File: src/rtl/lts_pkg.sv
package lts_pkg;

    // Result kinds
    localparam logic [2:0] KIND_NUMBER  = 3'd0;
    localparam logic [2:0] KIND_KEYWORD = 3'd1;
    localparam logic [2:0] KIND_IDENT   = 3'd2;
    localparam logic [2:0] KIND_SPECIAL = 3'd3;
    localparam logic [2:0] KIND_END     = 3'd4;

    // Scanner modes
    localparam logic [1:0] MODE_IDLE   = 2'd0;
    localparam logic [1:0] MODE_NUMBER = 2'd1;
    localparam logic [1:0] MODE_NAME   = 2'd2;

    localparam logic [30:0] SAT31 = 31'h7FFF_FFFF;

    // Byte codes
    localparam logic [7:0] CH_0       = 8'h30;
    localparam logic [7:0] CH_9       = 8'h39;
    localparam logic [7:0] CH_UP_A    = 8'h41;
    localparam logic [7:0] CH_UP_Z    = 8'h5A;
    localparam logic [7:0] CH_LO_A    = 8'h61;
    localparam logic [7:0] CH_LO_Z    = 8'h7A;
    localparam logic [7:0] CH_UNDER   = 8'h5F;
    localparam logic [7:0] CH_DOLLAR  = 8'h24;
    localparam logic [7:0] CH_SPACE   = 8'h20;
    localparam logic [7:0] CH_TAB     = 8'h09;
    localparam logic [7:0] CH_NEWLINE = 8'h0A;

    // Keywords, first character in the low byte
    localparam int KW_COUNT = 10;
    localparam logic [47:0] KW_TEXT [KW_COUNT] = '{
        48'h0000_0072_6f66,   // for
        48'h0065_6c69_6877,   // while
        48'h0000_0000_6f64,   // do
        48'h0000_0074_6e69,   // int
        48'h0074_616f_6c66,   // float
        48'h0000_7261_6863,   // char
        48'h656c_6275_6f64,   // double
        48'h6674_6e69_7270,   // printf
        48'h6863_7469_7773,   // switch
        48'h0000_6573_6163    // case
    };
    localparam logic [7:0] KW_LEN [KW_COUNT] = '{
        8'd3, 8'd5, 8'd2, 8'd3, 8'd5, 8'd4, 8'd6, 8'd6, 8'd6, 8'd4
    };

    // FIFO between scanner front and token back end
    localparam int QDEPTH = 4;
    localparam int QPTR_W = $clog2(QDEPTH);

    // One queued command: a flushed token and/or a second result
    typedef struct packed {
        logic        tok_vld;
        logic        tok_is_name;
        logic [30:0] tok_num;
        logic [63:0] name_chars;
        logic [7:0]  name_len;
        logic        sec_vld;
        logic        sec_is_end;
        logic [30:0] sec_val;     // line count, or special byte in low bits
    } t_cmd;

    typedef struct packed {
        logic       hit;
        logic [3:0] index;
    } t_kw_hit;

    function automatic logic is_digit(input logic [7:0] c);
        return (c >= CH_0) && (c <= CH_9);
    endfunction

    function automatic logic is_letter(input logic [7:0] c);
        return ((c >= CH_UP_A) && (c <= CH_UP_Z)) || ((c >= CH_LO_A) && (c <= CH_LO_Z));
    endfunction

    // Name buffer bytes past the count are always zero, so a padded
    // whole-word compare plus a length check is an exact match.
    function automatic t_kw_hit kw_lookup(input logic [63:0] chars, input logic [7:0] len);
        t_kw_hit r;
        r = '0;
        for (int w = KW_COUNT - 1; w >= 0; w--) begin
            if ((len == KW_LEN[w]) && (chars[63:48] == 16'h0000) &&
                (chars[47:0] == KW_TEXT[w])) begin
                r.hit   = 1'b1;
                r.index = 4'(w);
            end
        end
        return r;
    endfunction

endpackage

File: src/rtl/lts_in_if.sv
interface lts_in_if;
    logic       valid;
    logic       ready;
    logic [7:0] ch;
    logic       is_end;

    modport source (output valid, output ch, output is_end, input ready);
    modport sink   (input valid, input ch, input is_end, output ready);
endinterface

File: src/rtl/lts_out_if.sv
interface lts_out_if;
    logic        valid;
    logic        ready;
    logic [2:0]  kind;
    logic [30:0] value;
    logic [3:0]  keyword_index;
    logic [63:0] name_chars;
    logic [7:0]  name_length;
    logic [7:0]  special_char;
    logic        last;

    modport source (output valid, output kind, output value, output keyword_index,
                    output name_chars, output name_length, output special_char,
                    output last, input ready);
    modport sink   (input valid, input kind, input value, input keyword_index,
                    input name_chars, input name_length, input special_char,
                    input last, output ready);
endinterface

File: src/rtl/lts_front.sv
module lts_front
    import lts_pkg::*;
#(
    parameter int NAME_CHARS = 8
) (
    input  logic   i_clk,
    input  logic   i_rst_n,
    lts_in_if.sink i_in,
    input  logic   i_full,
    output logic   o_push,
    output t_cmd   o_cmd
);

    logic [1:0]  r_mode, n_mode;
    logic [30:0] r_acc,  n_acc;
    logic [63:0] r_buf,  n_buf;
    logic [7:0]  r_cnt,  n_cnt;
    logic [30:0] r_line, n_line;

    logic        acc;
    logic [7:0]  c;
    logic [34:0] acc_x10;
    logic        name_char;

    assign i_in.ready = !i_full;
    assign acc        = i_in.valid && i_in.ready;
    assign c          = i_in.ch;
    assign acc_x10    = {1'b0, r_acc, 3'b000} + {3'b000, r_acc, 1'b0}
                      + {31'd0, c[3:0]};
    assign name_char  = is_letter(c) || is_digit(c) || (c == CH_UNDER) || (c == CH_DOLLAR);

    // Next-state and command build
    always_comb begin
        n_mode = r_mode;
        n_acc  = r_acc;
        n_buf  = r_buf;
        n_cnt  = r_cnt;
        n_line = r_line;
        o_cmd  = '0;
        o_push = 1'b0;

        o_cmd.tok_is_name = (r_mode == MODE_NAME);
        o_cmd.tok_num     = r_acc;
        o_cmd.name_chars  = r_buf;
        o_cmd.name_len    = r_cnt;

        if (acc) begin
            if (i_in.is_end) begin
                o_cmd.tok_vld    = (r_mode != MODE_IDLE);
                o_cmd.sec_vld    = 1'b1;
                o_cmd.sec_is_end = 1'b1;
                o_cmd.sec_val    = r_line;
                o_push = 1'b1;
                n_mode = MODE_IDLE;
                n_acc  = '0;
                n_buf  = '0;
                n_cnt  = '0;
                n_line = 31'd1;
            end else if ((r_mode == MODE_NUMBER) && is_digit(c)) begin
                n_acc = (acc_x10 > {4'd0, SAT31}) ? SAT31 : acc_x10[30:0];
            end else if ((r_mode == MODE_NAME) && name_char) begin
                // store only the first NAME_CHARS characters
                for (int k = 0; k < 8; k++) begin
                    if ((k < NAME_CHARS) && (r_cnt == 8'(k))) begin
                        n_buf[k*8 +: 8] = c;
                    end
                end
                if (r_cnt != 8'hFF) begin
                    n_cnt = r_cnt + 8'd1;
                end
            end else begin
                // token (if any) ends here; the byte is handled itself
                o_cmd.tok_vld = (r_mode != MODE_IDLE);
                n_mode = MODE_IDLE;
                n_acc  = '0;
                n_buf  = '0;
                n_cnt  = '0;
                priority if (is_digit(c)) begin
                    n_mode = MODE_NUMBER;
                    n_acc  = {27'd0, c[3:0]};
                end else if (is_letter(c)) begin
                    n_mode = MODE_NAME;
                    n_buf  = {56'd0, c};
                    n_cnt  = 8'd1;
                end else if ((c == CH_SPACE) || (c == CH_TAB)) begin
                    // skipped
                end else if (c == CH_NEWLINE) begin
                    if (r_line != SAT31) begin
                        n_line = r_line + 31'd1;
                    end
                end else begin
                    o_cmd.sec_vld = 1'b1;
                    o_cmd.sec_val = {23'd0, c};
                end
                o_push = o_cmd.tok_vld || o_cmd.sec_vld;
            end
        end
    end

    // Scanner state
    always_ff @(posedge i_clk) begin
        if (!i_rst_n) begin
            r_mode <= MODE_IDLE;
            r_acc  <= '0;
            r_buf  <= '0;
            r_cnt  <= '0;
            r_line <= 31'd1;
        end else begin
            r_mode <= n_mode;
            r_acc  <= n_acc;
            r_buf  <= n_buf;
            r_cnt  <= n_cnt;
            r_line <= n_line;
        end
    end

endmodule

File: src/rtl/lts_fifo.sv
module lts_fifo
    import lts_pkg::*;
(
    input  logic i_clk,
    input  logic i_rst_n,
    input  logic i_push,
    input  t_cmd i_cmd,
    input  logic i_pop,
    output t_cmd o_cmd,
    output logic o_full,
    output logic o_empty
);

    t_cmd               r_mem [QDEPTH];
    logic [QPTR_W-1:0]  r_wr, r_rd;
    logic [QPTR_W:0]    r_cnt;

    assign o_full  = (r_cnt == (QPTR_W+1)'(QDEPTH));
    assign o_empty = (r_cnt == '0);
    assign o_cmd   = r_mem[r_rd];

    // Storage
    always_ff @(posedge i_clk) begin
        if (i_push) begin
            r_mem[r_wr] <= i_cmd;
        end
    end

    // Pointers and fill count
    always_ff @(posedge i_clk) begin
        if (!i_rst_n) begin
            r_wr  <= '0;
            r_rd  <= '0;
            r_cnt <= '0;
        end else begin
            if (i_push) begin
                r_wr <= r_wr + 1'b1;
            end
            if (i_pop) begin
                r_rd <= r_rd + 1'b1;
            end
            unique case ({i_push, i_pop})
                2'b10:   r_cnt <= r_cnt + 1'b1;
                2'b01:   r_cnt <= r_cnt - 1'b1;
                default: r_cnt <= r_cnt;
            endcase
        end
    end

endmodule

File: src/rtl/lts_back.sv
module lts_back
    import lts_pkg::*;
(
    input  logic       i_clk,
    input  logic       i_rst_n,
    input  t_cmd       i_cmd,
    input  logic       i_empty,
    output logic       o_pop,
    lts_out_if.source  o_tok
);

    logic        r_vld;
    logic        r_phase;
    logic [2:0]  r_kind;
    logic [30:0] r_value;
    logic [3:0]  r_kw;
    logic [63:0] r_chars;
    logic [7:0]  r_len;
    logic [7:0]  r_sp;
    logic        r_last;

    logic        load, emit, first;
    t_kw_hit     kw;

    assign load  = !r_vld || o_tok.ready;
    assign emit  = load && !i_empty;
    assign first = i_cmd.tok_vld && !r_phase;
    assign kw    = kw_lookup(i_cmd.name_chars, i_cmd.name_len);
    assign o_pop = emit && !(first && i_cmd.sec_vld);

    // Output register: token first, then the special or summary result
    always_ff @(posedge i_clk) begin
        if (!i_rst_n) begin
            r_vld   <= 1'b0;
            r_phase <= 1'b0;
        end else if (load) begin
            r_vld   <= !i_empty;
            r_phase <= emit && first && i_cmd.sec_vld;
        end
    end

    always_ff @(posedge i_clk) begin
        if (emit) begin
            r_value <= '0;
            r_kw    <= '0;
            r_chars <= '0;
            r_len   <= '0;
            r_sp    <= '0;
            if (first) begin
                r_last <= !i_cmd.sec_vld;
                if (!i_cmd.tok_is_name) begin
                    r_kind  <= KIND_NUMBER;
                    r_value <= i_cmd.tok_num;
                end else begin
                    r_kind  <= kw.hit ? KIND_KEYWORD : KIND_IDENT;
                    r_kw    <= kw.hit ? kw.index : 4'd0;
                    r_chars <= i_cmd.name_chars;
                    r_len   <= i_cmd.name_len;
                end
            end else begin
                r_last <= 1'b1;
                if (i_cmd.sec_is_end) begin
                    r_kind  <= KIND_END;
                    r_value <= i_cmd.sec_val;
                end else begin
                    r_kind <= KIND_SPECIAL;
                    r_sp   <= i_cmd.sec_val[7:0];
                end
            end
        end
    end

    assign o_tok.valid         = r_vld;
    assign o_tok.kind          = r_kind;
    assign o_tok.value         = r_value;
    assign o_tok.keyword_index = r_kw;
    assign o_tok.name_chars    = r_chars;
    assign o_tok.name_length   = r_len;
    assign o_tok.special_char  = r_sp;
    assign o_tok.last          = r_last;

endmodule

File: src/rtl/lexical_token_scanner.sv
// Lexical token scanner for a small C subset.
// Input channel i_in carries one source byte (ch) or an end marker (is_end)
// per transfer. Output channel o_tok carries tokens: numbers, keywords,
// identifiers (first characters plus length), special characters, and an
// end summary with the line count. last marks the final token of an item.
// The front classifies each byte and updates the scan state in the cycle it
// is accepted; it queues a command only when the byte yields results. The
// back end does the keyword match and drives a registered output.
// A token reaches o_tok through the command queue and then the output register.
// Throughput: one byte per cycle while the queue has room; bytes that yield
// two tokens take two output transfers, absorbed by a 4-entry command queue.
// i_in.ready drops only when that queue is full, i.e. when the receiver has
// stalled o_tok or two-token bytes arrive faster than they drain.
// Reset (synchronous, active low) clears the scan state, sets the line
// count to 1 and empties the queue and output register.
module lexical_token_scanner
    import lts_pkg::*;
#(
    parameter int NAME_CHARS = 8
) (
    input  logic      i_clk,
    input  logic      i_rst_n,
    lts_in_if.sink    i_in,
    lts_out_if.source o_tok
);

    logic push, pop, full, empty;
    t_cmd push_cmd, head_cmd;

    lts_front #(
        .NAME_CHARS (NAME_CHARS)
    ) u_front (
        .i_clk   (i_clk),
        .i_rst_n (i_rst_n),
        .i_in    (i_in),
        .i_full  (full),
        .o_push  (push),
        .o_cmd   (push_cmd)
    );

    lts_fifo u_fifo (
        .i_clk   (i_clk),
        .i_rst_n (i_rst_n),
        .i_push  (push),
        .i_cmd   (push_cmd),
        .i_pop   (pop),
        .o_cmd   (head_cmd),
        .o_full  (full),
        .o_empty (empty)
    );

    lts_back u_back (
        .i_clk   (i_clk),
        .i_rst_n (i_rst_n),
        .i_cmd   (head_cmd),
        .i_empty (empty),
        .o_pop   (pop),
        .o_tok   (o_tok)
    );

    // Queue never overflows or underflows
    a_no_overflow: assert property (@(posedge i_clk) disable iff (!i_rst_n)
        push |-> !full) else $error("command queue overflow");

    a_no_underflow: assert property (@(posedge i_clk) disable iff (!i_rst_n)
        pop |-> !empty) else $error("command queue underflow");

    // End summary always closes its item
    a_end_last: assert property (@(posedge i_clk) disable iff (!i_rst_n)
        (o_tok.valid && (o_tok.kind == KIND_END)) |-> o_tok.last)
        else $error("end summary without last");

    // A queued command reaches an empty output register in the next cycle
    a_drain: assert property (@(posedge i_clk) disable iff (!i_rst_n)
        (!empty && !o_tok.valid) |=> o_tok.valid)
        else $error("queued command not emitted");

endmodule
File: src/flat_wrapper.sv
// flat-port wrapper written by rule: the top's interface ports become plain ports
module lexical_token_scanner_flat import lts_pkg::*;
#(
    parameter int NAME_CHARS = 8
)
  (i_clk, i_rst_n, i_in_valid, i_in_ch, i_in_is_end, i_in_ready, o_tok_valid, o_tok_kind, o_tok_value, o_tok_keyword_index, o_tok_name_chars, o_tok_name_length, o_tok_special_char, o_tok_last, o_tok_ready);
  lts_in_if i_in_i ();
  lts_out_if o_tok_i ();
  input  logic i_clk;
  input  logic i_rst_n;
  input wire logic [$bits(i_in_i.valid)-1:0] i_in_valid;
  input wire logic [$bits(i_in_i.ch)-1:0] i_in_ch;
  input wire logic [$bits(i_in_i.is_end)-1:0] i_in_is_end;
  output wire logic [$bits(i_in_i.ready)-1:0] i_in_ready;
  output wire logic [$bits(o_tok_i.valid)-1:0] o_tok_valid;
  output wire logic [$bits(o_tok_i.kind)-1:0] o_tok_kind;
  output wire logic [$bits(o_tok_i.value)-1:0] o_tok_value;
  output wire logic [$bits(o_tok_i.keyword_index)-1:0] o_tok_keyword_index;
  output wire logic [$bits(o_tok_i.name_chars)-1:0] o_tok_name_chars;
  output wire logic [$bits(o_tok_i.name_length)-1:0] o_tok_name_length;
  output wire logic [$bits(o_tok_i.special_char)-1:0] o_tok_special_char;
  output wire logic [$bits(o_tok_i.last)-1:0] o_tok_last;
  input wire logic [$bits(o_tok_i.ready)-1:0] o_tok_ready;
  assign i_in_i.valid = i_in_valid;
  assign i_in_i.ch = i_in_ch;
  assign i_in_i.is_end = i_in_is_end;
  assign i_in_ready = i_in_i.ready;
  assign o_tok_valid = o_tok_i.valid;
  assign o_tok_kind = o_tok_i.kind;
  assign o_tok_value = o_tok_i.value;
  assign o_tok_keyword_index = o_tok_i.keyword_index;
  assign o_tok_name_chars = o_tok_i.name_chars;
  assign o_tok_name_length = o_tok_i.name_length;
  assign o_tok_special_char = o_tok_i.special_char;
  assign o_tok_last = o_tok_i.last;
  assign o_tok_i.ready = o_tok_ready;
  lexical_token_scanner #(.NAME_CHARS(NAME_CHARS)) u_core (.i_clk(i_clk), .i_rst_n(i_rst_n), .i_in(i_in_i), .o_tok(o_tok_i));
endmodule
File: config.mk
export PLATFORM = sky130hd
export DESIGN_NAME = lexical_token_scanner_flat
export DESIGN_NICKNAME = d
export VERILOG_FILES = /design/src/rtl/lts_pkg.sv /design/src/rtl/lts_in_if.sv /design/src/rtl/lts_out_if.sv /design/src/rtl/lts_front.sv /design/src/rtl/lts_fifo.sv /design/src/rtl/lts_back.sv /design/src/rtl/lexical_token_scanner.sv /design/src/flat_wrapper.sv
export SDC_FILE = /design/constraint.sdc
export NUM_CORES = 1
export LEC_CHECK = 0
export BUFFER_PORTS_ARGS = -buffer_cell sky130_fd_sc_hd__buf_2
export CAP_MARGIN = 0
export CORE_MARGIN = 3
export CORE_UTILIZATION = 35
export CTS_CLUSTER_DIAMETER = 120
export DETAILED_ROUTE_END_ITERATION = 10
export GPL_ROUTABILITY_DRIVEN = 0
export PLACE_DENSITY = 0.6
export SYNTH_ARGS = -nofsm -noshare
export SYNTH_HDL_FRONTEND = slang
export SYNTH_HIERARCHICAL = 1
export SYNTH_SLANG_ARGS = --single-unit
File: constraint.sdc
create_clock -name i_clk -period 11.2 [get_ports i_clk]
set_input_delay 0.56 -clock i_clk [delete_from_list [all_inputs] [get_ports i_clk]]
set_output_delay 0.56 -clock i_clk [all_outputs]
set_load 0.01 [all_outputs]
==> flow_summary.json, run 1 <==
{
  "status": "complete, no violations",
  "antenna_found_initial": 13,
  "critical_path_arrival_ns": 5.24,
  "syn_inst": 2159,
  "cts_tree": "done",
  "synth_top_area_frac": 0.5878,
  "seq_area_um2": 23100,
  "setup-violations-final": 0,
  "row_count": 114,
  "cpMaxStageDelayCell": "buf_4",
  "internal_power_uw": 6588,
  "synthArstFlopShare": 0,
  "fill_cells": 8797,
  "grt_pass1_wl_um": 122800,
  "fin_setup_tns_ns": 0,
  "period_needed_ns": 5.004,
  "yosys_warnings": 6,
  "max_stage_delay_ns": 0.77,
  "clock-sinks": 818,
  "die-height_um": 319.0,
  "finClkSkew_ns": 0.03102,
  "grt_pass1_vias": 19771,
  "cts_repair_resize_count": 0,
  "ctsRootBufferMaster": "clkbuf_16",
  "dr_wl_met3_um": 6025,
  "clk_path_buf_depth": 3,
  "num_vias": 19966,
  "chipWidth_um": 319.0,
  "dpl_cell_area_um2": 36140,
  "wl_met1_um": 35230,
  "synth.top_cells.by_count": "671 x edfxtp_1, 147 x dfxtp_1, 138 x mux4_2",
  "cts.hold.buffers_added": 0,
  "total_power_uw": 9446,
  "rsz0062_at_grt": "no",
  "ys_seq_area_frac": 0.6737,
  "drive_gt1_frac": 0.2000,
  "fmax_ghz": 0.1998,
  "area_growth_pct": 13.89,
  "seqPwrFrac": 0.452,
  "fin_util": 0.4031,
  "path_class": "in -> reg",
  "routed-wl-met2_um": 38190,
  "dp_hpwl_um": 52330,
  "dr.pass1.iters": 5,
  "final_hold_viol_count": 0,
  "clkPwrFrac": 0.304,
  "start_util": 0.3539,
  "p_comb_frac": 0.243,
  "syn_avg_cell_area_um2": 15.88,
  "insertion_delay_ns": 0.63,
  "swShare": 0.3025,
  "synth_most_common_cell": "edfxtp_1",
  "synth_nets": 2246,
  "io_pins": 134,
  "wl_per_cell_um": 22.30,
  "grt_usage": 0.1565,
  "cp-start-kind": "primary input",
  "maxCapViolations": 0,
  "post_cts_buffers": 0,
  "postRouteAntennaNets": 0,
  "portBuffers": 133,
  "vias_per_cell": 5.461,
  "wl_um": 81530,
  "yosys.area.top_type": "edfxtp_1",
  "ctsHtreeMaxLevel": 3,
  "multi_input_area_um2": 10420,
  "clkTransAtPathRegs_ns": 0.06,
  "instances_no_fill": 3656,
  "ir_drop_mv": 0.1701,
  "dp.cells": 3492,
  "period_share": 0.4468,
  "synth_edf_count": 671,
  "grt_max_degree": 111,
  "die_area_um2": 101700,
  "drt_iter0_drc": 1862,
  "finish.net_count": 2390,
  "switchingPower_uw": 2858,
  "overflow": 0,
  "worstPathMaxFanout": 56,
  "reg2reg_setup_slack_ns": 6.32,
  "design_area_um2": 39040,
  "top_layer": "met5",
  "leakage_uw": 0.01379,
  "endpoint_kind": "flip-flop",
  "ys_types": 98,
  "maxSlewHeadroom": 0.2862,
  "core_area_um2": 96850,
  "drc_errors": 0,
  "hold_class": "in -> reg",
  "cts_made_buffers": 85,
  "tightest_slew_ns": 1.068,
  "synthTopCellsByArea": "edfxtp_1 59%, mux4_2 9.1%, dfxtp_1 8.6%, ha_1 2.6%, and3_1 2.0%",
  "synthFlopType": "edfxtp_1",
  "synth_area_um2": 34280,
  "path_common_cell": "buf_4",
  "worst_ep_required_time_ns": 11.44,
  "crit_chain": "buf_2, and4bb_1, and2_1, a31oi_1, a21oi_1, nor2_1, o2111ai_1, o21a_1, o21ai_0, and2_4, buf_4, buf_4",
  "powerDensity_nw_per_um2": 241.9,
  "synth_seq_cells": 818,
  "drv_slew": 0
}
[routing by layer]
metal / vias up / global-route usage
li1: 8950 / -
met1: 10064 / 0.2173
met2: 782 / 0.2492
met3: 162 / 0.03224
met4: 8 / 0.04683
met5: - / 0
[flip-flops by register name, indices dropped and copies added, names as in the netlist, 31 cells and up, named ones only]
name and cells:
u_core/u_back/o_tok.name_chars 64, u_core/u_back/o_tok.value 31, u_core/u_fifo/r_mem 552, u_core/u_front/r_acc 31, u_core/u_front/r_buf 64, u_core/u_front/r_line 31
[kinds of logic (layout without fill, tap and decap cells)]
kind of cell,count (synthesis),in the layout,synth area share
flops,818,818,0.6737
xor+xnor,53,53,0.01354
fa+ha+maj,74,74,0.02767
buf+inv,139,355,0.02340
other cells,0,5,0
mux,144,144,0.09253
compound gates,317,317,0.06366
simple gates,614,614,0.1056
[cell type report]
class                   instances  share of cell area
clock inverters                49             0.01529
well taps                    1276             0.04089
clock buffers                 110             0.05871
inverters                      36            0.003461
diodes                          5           0.0003205
multi-input cells            1202              0.2670
flip-flops and latches        818              0.5917
repair buffers                160             0.02263
[critical path, delay by kind of cell]
kind	cells	cell delay [ns]
compound gates	5	1.47
buf+inv	3	1.69
simple gates	4	1.35
[power groups by stage]
stage	registers [uW]	logic, uW	clock network, uW
CTS	4290	2340	2940
global route	4330	2480	3060
detailed placement	4350	2330	0
global placement	4320	2320	0
floorplan	4460	1390	0
finish	4270	2300	2880
[metrics by stage]
step	hold slack (ns)	setup WS [ns]
final	0.3640	6.196
after global routing	0.3313	5.904
after CTS	0.3011	6.313
after detailed placement	0.4862	5.640
after global placement	0.4676	5.759
after floorplan	0.4508	3.691
[layout by cell type (no fill, tap or decap), drive strengths merged, types with 13 or more instances in the layout]
master / instances
ha: 71
nand4: 23
nor4: 30
nand3: 94
nand2: 81
a221o: 20
and3: 113
a22o: 34
buf: 160
xnor2: 26
clkbuf: 110
inv: 40
and2: 33
mux4: 138
clkinv: 31
nor3: 31
nand4b: 13
edfxtp: 671
xor2: 27
a31oi: 13
dfxtp: 147
a21oi: 68
nor2: 90
a21o: 14
o21ai: 95
nand2b: 18
[path summary, 6_finish.rpt]
| path | startpoint | end | cells past startpoint |
|---|---|---|---|
| min | o_tok_ready | u_core/u_back/o_tok.valid | 3 |
| min reg2reg | u_core/u_front/r_buf[56] | u_core/u_fifo/r_mem[3][97] | 0 |
| max | i_in_ch[4] | u_core/u_fifo/r_mem[3][55] | 12 |
| max reg2reg | u_core/u_fifo/r_cnt[0] | u_core/u_fifo/r_mem[3][55] | 11 |
(Power assumes the default switching activity.)
==> inputs of run 2 (changes only) <==
Settings changed: PLACE_DENSITY 0.6 to 0.62.
Clock period 11.2 ns to 4.2 ns, I/O delays scaled along.
==> flow_summary.json, run 2 (same netlist as run 1, synthesis figures left out) <==
{
  "status": "complete, no violations",
  "min_path_cells": 2,
  "area_growth_pct": 14.78,
  "drive_gt1_frac": 0.2061,
  "powerDensity_nw_per_um2": 641.3,
  "critical_path_arrival_ns": 4.47,
  "maxSlewHeadroom": 0.2449,
  "clock-sinks": 818,
  "cp_top_family": "compound AO/OA/AOI/OAI gates",
  "die_area_um2": 101700,
  "num_vias": 20162,
  "postRouteAntennaNets": 0,
  "drt_iter0_drc": 1934,
  "worstPathMaxFanout": 12,
  "period_needed_ns": 3.951,
  "cp-start-kind": "flip-flop",
  "grt_pass1_wl_um": 123800,
  "tightest_slew_ns": 1.130,
  "grt_pass1_vias": 20033,
  "chipWidth_um": 319.0,
  "layout_common_cells": "671 x edfxtp_1, 145 x dfxtp_1, 138 x mux4_2",
  "cts_made_buffers": 86,
  "reg2reg_setup_slack_ns": 0.25,
  "layout_commonest_cell": "edfxtp_1",
  "total_power_uw": 25230,
  "period_share": 0.9407,
  "wl_per_cell_um": 22.21,
  "dr.pass1.iters": 5,
  "fmax_ghz": 0.2531,
  "final_hold_viol_count": 0,
  "start_util": 0.3539,
  "insertion_delay_ns": 0.64,
  "ctsRootBufferMaster": "clkbuf_16",
  "finClkSkew_ns": 0.03030,
  "setup_ws_ns": 0.2492,
  "antenna_found_initial": 6,
  "drc_errors": 0,
  "hold_class": "in -> reg",
  "maxCapViolations": 0,
  "ctsHtreeMaxLevel": 3,
  "whs_ns": 0.03991,
  "max_stage_delay_ns": 0.52,
  "largest_register_ffs": 552,
  "worst_ep_required_time_ns": 4.71,
  "grt_usage": 0.1569,
  "ir_drop_mv": 0.4458,
  "dp_slack_ns": 0.1263,
  "fin_setup_tns_ns": 0,
  "dp_hpwl_um": 52550,
  "path_class": "reg -> reg",
  "post_cts_buffers": 0,
  "cpMaxStageDelayCell": "fa_1",
  "wl_um": 81720,
  "grt_max_degree": 77,
  "portBuffers": 133,
  "endpoint_kind": "flip-flop",
  "instances_no_fill": 3679,
  "leakage_uw": 0.01392,
  "r2r-start": "u_core/u_front/r_acc[0]",
  "rsz0062_at_grt": "no",
  "clkTransAtPathRegs_ns": 0.07,
  "core_area_um2": 96850,
  "largest-register": "u_core/u_fifo/r_mem",
  "cts_tree": "done",
  "hold_start": "i_in_is_end",
  "die-height_um": 319.0,
  "row_count": 114,
  "setup-violations-final": 0,
  "dp.cells": 3509,
  "crit_chain": "inv_1, fa_1, fa_1, nand2b_1, a21oi_1, o21ai_1, a311o_1, a31oi_1, a311o_1, a41oi_4, a211o_1",
  "drv_slew": 0,
  "crit_buf_inv": 1,
  "io_pins": 134,
  "r2r_cells": 11,
  "finish.net_count": 2417,
  "clk_path_buf_depth": 3,
  "r2r-end": "u_core/u_front/r_acc[29]",
  "min_to": "u_core/u_front/r_buf[2]",
  "overflow": 0,
  "vias_per_cell": 5.480
}
==> run 2: changes by cell type in the layout (fill, tap and decap cells not counted), moves of 2 or more <==
cell,previous run,this run
diode_2,5,1
buf_12,1,12
clkinv_4,1,3
clkinv_2,18,13
dlygate4sd3_1,0,8
inv_6,2,10
bufinv_16,11,8
clkbuf_1,19,17
buf_4,27,32
==> run 2: cell type report <==
type | count | area (um2)
fill | 8739 | 57500
sequential | 818 | 23100
multi-input combinational | 1203 | 10450
clock buffer | 109 | 2310
tap | 1276 | 1597
timing repair buffer | 185 | 1226
clock inverter | 51 | 525.5
inverter | 36 | 135.1
antenna | 1 | 2.502
==> run 2: through the flow <==
stage | instance area [um2] | utilization
after floorplan | 34290 | -
after global placement | 36400 | 0.3758
after detailed placement | 36400 | 0.3758
after CTS | 39320 | 0.4060
after global routing | 39340 | 0.4062
final | 39350 | 0.4063
==> run 2: worst max path at each step <==
stage,startpoint,to,slack [ns],depth (start not counted)
floorplan,i_in_ch[4],u_core/u_fifo/r_mem[1][0],-0.08,10
CTS,u_core/u_front/r_acc[0],u_core/u_front/r_acc[5],0.08,11
finish,u_core/u_front/r_acc[0],u_core/u_front/r_acc[29],0.25,11
global placement,i_in_ch[3],u_core/u_front/r_acc[11],0.20,12
global route,u_core/u_front/r_acc[0],u_core/u_front/r_acc[5],0.002,11
detailed placement,u_core/u_front/r_acc[0],u_core/u_front/r_acc[5],0.13,11
==> run 2: timing repair <==
action,in CTS,in global routing
endpoints found under the hold margin,7,0
resized for setup,0,1
endpoints found under the setup margin,0,24
hold buffers,8,0
==> run 2: worst register-to-register path, stage by stage, from the launching register on <==
cell and delay (ns):
dfxtp_1 0.44, inv_1 0.09, fa_1 0.52, fa_1 0.48, nand2b_1 0.18, a21oi_1 0.37
o21ai_1 0.18, a311o_1 0.39, a31oi_1 0.18, a311o_1 0.29, a41oi_4 0.32, a211o_1 0.38
==> run 2: power by group <==
part	switching (uW)	internal [uW]	total [uW]
clock network	3120	4430	7550
registers	456	10800	11300
logic	4120	2280	6400
total	7700	17500	25200
==> run 2: layer usage <==
metal / track usage / up-vias / routed length [um] / part of all wire
met5: 0 / - / 57 / 0.00070
met1: 0.2148 / 10159 / 35570 / 0.44
met4: 0.04282 / 8 / 1838 / 0.022
met3: 0.02906 / 153 / 5417 / 0.066
li1: - / 9032 / - / -
met2: 0.2576 / 810 / 38830 / 0.48
